==> config.mk <==
export PLATFORM = sky130hd
export DESIGN_NAME = tlv_frame_deframer_unit
export DESIGN_NICKNAME = d
export VERILOG_FILES = /design/src/rtl/tlvdf_pkg.sv /design/src/rtl/tlv_frame_deframer_unit.sv
export SDC_FILE = /design/constraint.sdc
export NUM_CORES = 1
export LEC_CHECK = 0
export ABC_AREA = 0
export ABC_CLOCK_PERIOD_IN_PS = 5400
export BUFFER_PORTS_ARGS = -buffer_cell sky130_fd_sc_hd__buf_2
export CORE_ASPECT_RATIO = 0.7
export CORE_UTILIZATION = 35
export CTS_CLUSTER_SIZE = 20
export DETAILED_ROUTE_END_ITERATION = 8
export SLEW_MARGIN = 10
export SYNTH_ARGS = -nofsm -noshare
export SYNTH_HDL_FRONTEND = slang
export SYNTH_SLANG_ARGS = --single-unit
==> constraint.sdc <==
create_clock -name clk -period 5.4 [get_ports clk]
set_input_delay 1.08 -clock clk [delete_from_list [all_inputs] [get_ports clk]]
set_output_delay 1.08 -clock clk [all_outputs]
set_load 0.02 [all_outputs]
==> src/rtl/tlvdf_pkg.sv <==
// Shared types and constants for the TLV frame deframer.
package tlvdf_pkg;

	// Result kind codes carried on the master tuser low bits
	localparam logic [1:0] KIND_PAYLOAD = 2'd0;
	localparam logic [1:0] KIND_EMPTY   = 2'd1;
	localparam logic [1:0] KIND_END     = 2'd2;

	// Header phase, one-hot
	typedef enum logic [3:0] {
		PH_TYPE    = 4'b0001,
		PH_LEN_HI  = 4'b0010,
		PH_LEN_LO  = 4'b0100,
		PH_PAYLOAD = 4'b1000
	} phase_t;

	// One result transaction
	typedef struct packed {
		logic        last;
		logic        first;
		logic [15:0] msg_length;
		logic [7:0]  payload_byte;
		logic [7:0]  msg_type;
		logic [1:0]  kind;
	} result_t;

endpackage

==> src/rtl/tlv_frame_deframer_unit.sv <==
// TLV deframer top level: header parse, payload tagging and output skid buffer.
// Each result is registered in the output register, or in the skid entry while the output is stalled.
// Throughput: one input byte per cycle while the skid entry is empty; header/count decision is combinational.
// Output register plus one skid entry keep s_axis_tready registered.
// Reset (arst_n low, asynchronous): phase to awaiting type byte, type, length and
// count to zero, output and skid empty.
module tlv_frame_deframer_unit (
	input  logic        clk,
	input  logic        arst_n,
	input  logic        s_axis_tvalid,
	output logic        s_axis_tready,
	input  logic [7:0]  s_axis_tdata,  // [7:0] data_byte
	input  logic [0:0]  s_axis_tuser,  // [0] end_of_stream
	output logic        m_axis_tvalid,
	input  logic        m_axis_tready,
	output logic [31:0] m_axis_tdata,  // [7:0] msg_type, [15:8] payload_byte, [31:16] msg_length
	output logic [2:0]  m_axis_tuser,  // [1:0] kind, [2] first
	output logic        m_axis_tlast   // last
);

	tlvdf_pkg::phase_t  phase_q, phase_d;
	logic [7:0]         frame_type_q, frame_type_d;
	logic [15:0]        frame_length_q, frame_length_d;
	logic [15:0]        payload_count_q, payload_count_d;

	tlvdf_pkg::result_t res_d, out_q, skid_q;
	logic               res_valid;
	logic               out_valid_q, skid_valid_q;
	logic               in_fire, out_fire;
	logic [15:0]        len_new;
	logic [16:0]        count_next;
	logic               is_last;

	assign s_axis_tready = !skid_valid_q;
	assign in_fire       = s_axis_tvalid && s_axis_tready;
	assign out_fire      = out_valid_q && m_axis_tready;

	assign len_new    = {frame_length_q[15:8], s_axis_tdata};
	assign count_next = {1'b0, payload_count_q} + 17'd1;
	assign is_last    = count_next >= {1'b0, frame_length_q};

	// Header phase, field capture and result build
	always_comb begin
		phase_d         = phase_q;
		frame_type_d    = frame_type_q;
		frame_length_d  = frame_length_q;
		payload_count_d = payload_count_q;
		res_valid       = 1'b0;
		res_d           = '0;
		if (s_axis_tuser[0]) begin
			res_valid  = 1'b1;
			res_d.kind = tlvdf_pkg::KIND_END;
		end else begin
			unique case (phase_q)
				tlvdf_pkg::PH_TYPE: begin
					frame_type_d = s_axis_tdata;
					phase_d      = tlvdf_pkg::PH_LEN_HI;
				end
				tlvdf_pkg::PH_LEN_HI: begin
					frame_length_d = {s_axis_tdata, 8'd0};
					phase_d        = tlvdf_pkg::PH_LEN_LO;
				end
				tlvdf_pkg::PH_LEN_LO: begin
					frame_length_d  = len_new;
					payload_count_d = '0;
					if (len_new == 16'd0) begin
						phase_d        = tlvdf_pkg::PH_TYPE;
						res_valid      = 1'b1;
						res_d.kind     = tlvdf_pkg::KIND_EMPTY;
						res_d.msg_type = frame_type_q;
						res_d.first    = 1'b1;
						res_d.last     = 1'b1;
					end else begin
						phase_d = tlvdf_pkg::PH_PAYLOAD;
					end
				end
				tlvdf_pkg::PH_PAYLOAD: begin
					res_valid          = 1'b1;
					res_d.kind         = tlvdf_pkg::KIND_PAYLOAD;
					res_d.msg_type     = frame_type_q;
					res_d.payload_byte = s_axis_tdata;
					res_d.msg_length   = frame_length_q;
					res_d.first        = payload_count_q == 16'd0;
					res_d.last         = is_last;
					if (is_last) begin
						phase_d         = tlvdf_pkg::PH_TYPE;
						payload_count_d = '0;
					end else begin
						payload_count_d = count_next[15:0];
					end
				end
				default: begin
					phase_d = tlvdf_pkg::PH_TYPE;
				end
			endcase
		end
	end

	// Frame state
	always_ff @(posedge clk or negedge arst_n) begin
		if (!arst_n) begin
			phase_q         <= tlvdf_pkg::PH_TYPE;
			frame_type_q    <= '0;
			frame_length_q  <= '0;
			payload_count_q <= '0;
		end else if (in_fire) begin
			phase_q         <= phase_d;
			frame_type_q    <= frame_type_d;
			frame_length_q  <= frame_length_d;
			payload_count_q <= payload_count_d;
		end
	end

	// Output register and skid entry control
	always_ff @(posedge clk or negedge arst_n) begin
		if (!arst_n) begin
			out_valid_q  <= 1'b0;
			skid_valid_q <= 1'b0;
		end else if (skid_valid_q) begin
			if (out_fire) begin
				skid_valid_q <= 1'b0;
			end
		end else if (in_fire && res_valid) begin
			if (out_valid_q && !out_fire) begin
				skid_valid_q <= 1'b1;
			end else begin
				out_valid_q <= 1'b1;
			end
		end else if (out_fire) begin
			out_valid_q <= 1'b0;
		end
	end

	// Output and skid payload
	always_ff @(posedge clk) begin
		if (skid_valid_q) begin
			if (out_fire) begin
				out_q <= skid_q;
			end
		end else if (in_fire && res_valid) begin
			if (out_valid_q && !out_fire) begin
				skid_q <= res_d;
			end else begin
				out_q <= res_d;
			end
		end
	end

	assign m_axis_tvalid = out_valid_q;
	assign m_axis_tdata  = {out_q.msg_length, out_q.payload_byte, out_q.msg_type};
	assign m_axis_tuser  = {out_q.first, out_q.kind};
	assign m_axis_tlast  = out_q.last;

`ifndef ASSERT_OFF
	// Skid entry only fills behind a held output
	a_skid_behind_out: assert property (@(posedge clk) disable iff (!arst_n)
		skid_valid_q |-> out_valid_q)
		else $error("skid entry valid with empty output register");

	// A frame in payload phase always has bytes left to receive
	a_payload_len: assert property (@(posedge clk) disable iff (!arst_n)
		(phase_q == tlvdf_pkg::PH_PAYLOAD) |->
			(frame_length_q != 16'd0) && (payload_count_q < frame_length_q))
		else $error("payload phase with no bytes left");

	// Empty message is a complete message by itself
	a_empty_first_last: assert property (@(posedge clk) disable iff (!arst_n)
		(out_valid_q && out_q.kind == tlvdf_pkg::KIND_EMPTY) |-> (out_q.first && out_q.last))
		else $error("empty message without first and last");

	// A stalled output holds its transaction
	a_out_hold: assert property (@(posedge clk) disable iff (!arst_n)
		(out_valid_q && !m_axis_tready) |=> (out_valid_q && $stable(out_q)))
		else $error("output changed while stalled");
`endif

endmodule
==> summary.txt <==
Placed design
  – Port Buffers: 50
  – Placed insts: ~690
  – Placer Congestion: between 0.8 and 0.9
  – Area after DPL: roughly 0.0061 mm^2
  – Post-DP HPWL: a little under 9000 um

Timing
  – Finish-stage setup viols: 0
  – Setup TNS: 0 ps
  – Max Freq: approximately 260 MHz
  – Max-slew violation count: 0
  – Worst Tran Pin Value: between 1000 and 1500 ps
  – Unrepaired setup endpoints after global routing: no
  – Final period utilization: 0.715
  – Post-layout min period: just under 4000 ps
  – Max Clock Skew: around 11 ps
  – Final Hold Violating Endpoints: 0
  – Worst rel slew slack: 0.256

Layout
  – Register area: 0.00331 mm^2
  – Filler cell count: approximately 1500
  – Most common cell after layout, fill and taps aside: edfxtp_1
  – Most frequent cells in the layout: edfxtp_1, buf_2, dfrtp_1, mux2_2, nand2_1
  – Share of layout cells above drive strength 1: 0.289
  – Layout Cells excl Fill: ~700
  – Nets@finish: 537
  – Synth-to-Final Area Change: 18.2%
  – Fin area: 0.00675 mm^2
  – Area of the multi-input gates: around 0.0022 mm^2
  – Ant. Diodes: 0

Clock tree
  – Clock Sink Count: around 120
  – CTS tree: built
  – H-tree levels: 4
  – Hold-fix buffers, CTS: 0
  – Deepest clock path buffer count: 2
  – CTS Root Cell: clkbuf_16
  – # resized after CTS: 0
  – CTS Buf Count: 17
  – Postcts setup bufs: 0
  – CTS clk-pin slew, worst paths: approximately 50 ps
  – Clock Latency Late Sink: 410 ps

Critical path
  – Crit path arrival time: ~4200 ps
  – Critical Path RT: 5700 ps
  – Top delay family on crit path: simple AND/OR/NAND/NOR gates
  – Worst flop-to-flop path endpoint: payload_count_q[10]
  – Worst R2R Setup Slack: between 1500 and 2000 ps
  – CP max FO: 15
  – Cells along the critical path: ha_1 > nand4_1 > or3_1 > nor2_1 > xor2_1 > ha_1 > a21o_1 > a21oi_1 > o41ai_2 > or2_1 > or2_1 > o41ai_4
  – Crit Path Category: flop to flop
  – Worst stage delay on the critical path: roughly 550 ps
  – CP Launch Type: flop
  – WP buf/inv: 0
  – Slowest CP cell: or2_1
  – Reg2Reg Depth: 12
  – Reg2reg start: payload_count_q[0]
  – Crit. End Element: flop

GRT
  – Vias in the first global route: between 3000 and 4000
  – Gr usage total: 0.167
  – Grt peak-use layer: met1
  – Initial antenna violation count: 0
  – Global routing usage on met1: 0.252
  – First-pass GRT wire length: roughly 21000 um
  – Grt met3 use: 0.0374
  – M2 GR Usage: 0.234
  – Largest net degree at the start of global routing: between 40 and 50
  – Final global-route overflow total: 0

Worst hold path
  – Hold Path Sink: frame_type_q[3]
  – Hold_sp: frame_type_q[3]
  – Worst Hold Path Cells: 1
  – Hold crit path type: flop to flop

Synth
  – Post-synth EDFFs: just over 70
  – Synth unique cells: 60
  – Mux cell area share after synthesis: 0.0886
  – Mapped Cells: approximately 450
  – Post-synthesis sequential area ratio: 0.581
  – Syn_nets: 485
  – Xor and xnor area share after synthesis: 0.0215
  – Simple-gate portion of the synthesized area: 0.140
  – Synth Area in Compound Gates: 0.0928
  – Cell Area, Synth: about 0.0057 mm^2
  – Syn Area/Cell: roughly 13 um^2
  – Synth warn: 0
  – Dominant synthesized flop cell: edfxtp_1
  – Yosys reg bits: 118
  – Synth Area in Adders: 0.0395
  – Main combinational cell family by area after synthesis: simple AND/OR/NAND/NOR gates
  – Fraction of registers with async set/reset: 0.390

Power
  – Leakage: around 2.8 nW
  – PD cells: 480 mW/mm^2
  – Overall power: approximately 3.2 mW
  – Worst vdd ir: 0.000271 V

Detailed routing
  – DRC: 0
  – DR vias: 3772
  – DRT iter0 DRCs: 250
  – Final ANT Viol Nets: 0
  – DR vias/cell: 5.25
  – DR pass1 iterations: 5
  – Total wire length: around 13000 um
  – DR WL/cell: 17.9 um

Floorplan
  – FP Rows: 38
  – Top-level I/O count: between 50 and 60
  – DIE WIDTH: approximately 150 um
  – Starting Density: 0.364
  – Die H: approximately 110 um
  – Die area: around 0.017 mm^2
  – Core area: between 0.015 and 0.02 mm^2

Run status
  – Status: finished, final reports clean

Run
  – Max cap viols: 0
==> where the power goes <==
part	leakage (nW)	total, mW	switching [mW]	internal (mW)
combinational	1.25	0.820	0.508	0.312
sequential	1.26	1.27	0.0807	1.19
clock	0.284	1.15	0.397	0.749
==> routing by layer <==
metal	vias up	routed length, um
li1	1773	-
met1	1857	6720
met2	126	5250
met3	16	723
met4	0	165
met5	-	0
==> through the flow <==
step	hold WS (ps)	util	setup slack [ps]
3_5_place_dp	486	0.391	1550
6_report	497	0.430	1540
2_1_floorplan	471	-	614
3_3_place_gp	481	0.391	1680
4_1_cts	498	0.429	1540
5_1_grt	508	0.430	1220
==> synthesized netlist by cell type (5+ instances only) <==
master	n	area (um^2)
nand3_1	14	70.1
nand2_1	39	146
buf_2	8	40.0
xor2_1	5	43.8
o21ai_0	12	60.1
a21o_1	5	37.5
nor2_1	18	67.6
o31ai_1	10	75.1
inv_1	25	93.8
nor3_1	19	95.1
xnor2_1	9	78.8
mux2_2	44	495
edfxtp_1	72	2160
clkbuf_1	5	18.8
nand4_1	9	56.3
and2_1	19	119
ha_1	18	225
dfrtp_1	45	1130
nor4_1	7	43.8
==> final cells by class <==
type	instances	share of cell area
sequential	118	0.491
multi-input combinational	290	0.326
clock buffer	24	0.0699
timing repair buffer	53	0.0423
tap	200	0.0371
clock inverter	8	0.0184
inverter	26	0.0145
==> worst max path at each step <==
stage,from,end,slack [ps],cells after the start
floorplan,s_axis_tdata[0],skid_q[0],610,5
global placement,payload_count_q[0],payload_count_q[10],1680,12
detailed placement,payload_count_q[0],payload_count_q[10],1550,12
CTS,payload_count_q[0],payload_count_q[10],1540,12
global route,payload_count_q[0],payload_count_q[3],1220,11
finish,payload_count_q[0],payload_count_q[10],1540,12
==> registers in the layout, indices dropped and copies added (netlist names) <==
register	count
skid_q	36
m_axis_tdata	32
m_axis_tvalid	1
skid_valid_q	1
m_axis_tuser	3
payload_count_q	16
phase_q	4
frame_length_q	16
m_axis_tlast	1
frame_type_q	8
==> worst reg2reg max path: cells and delay by family, from the launching register on <==
| family | cells | cell delay, ps |
|---|---|---|
| compound gates | 4 | 920 |
| xor+xnor | 1 | 170 |
| fa+ha+maj | 2 | 530 |
| flops | 1 | 410 |
| simple gates | 5 | 1730 |
==> logic make-up after synthesis <==
family	count (synthesis)
simple gates	151
flops	118
compound gates	62
buf+inv	46
mux	45
fa+ha+maj	18
xor+xnor	14
Power figures use the tool's default switching activity.
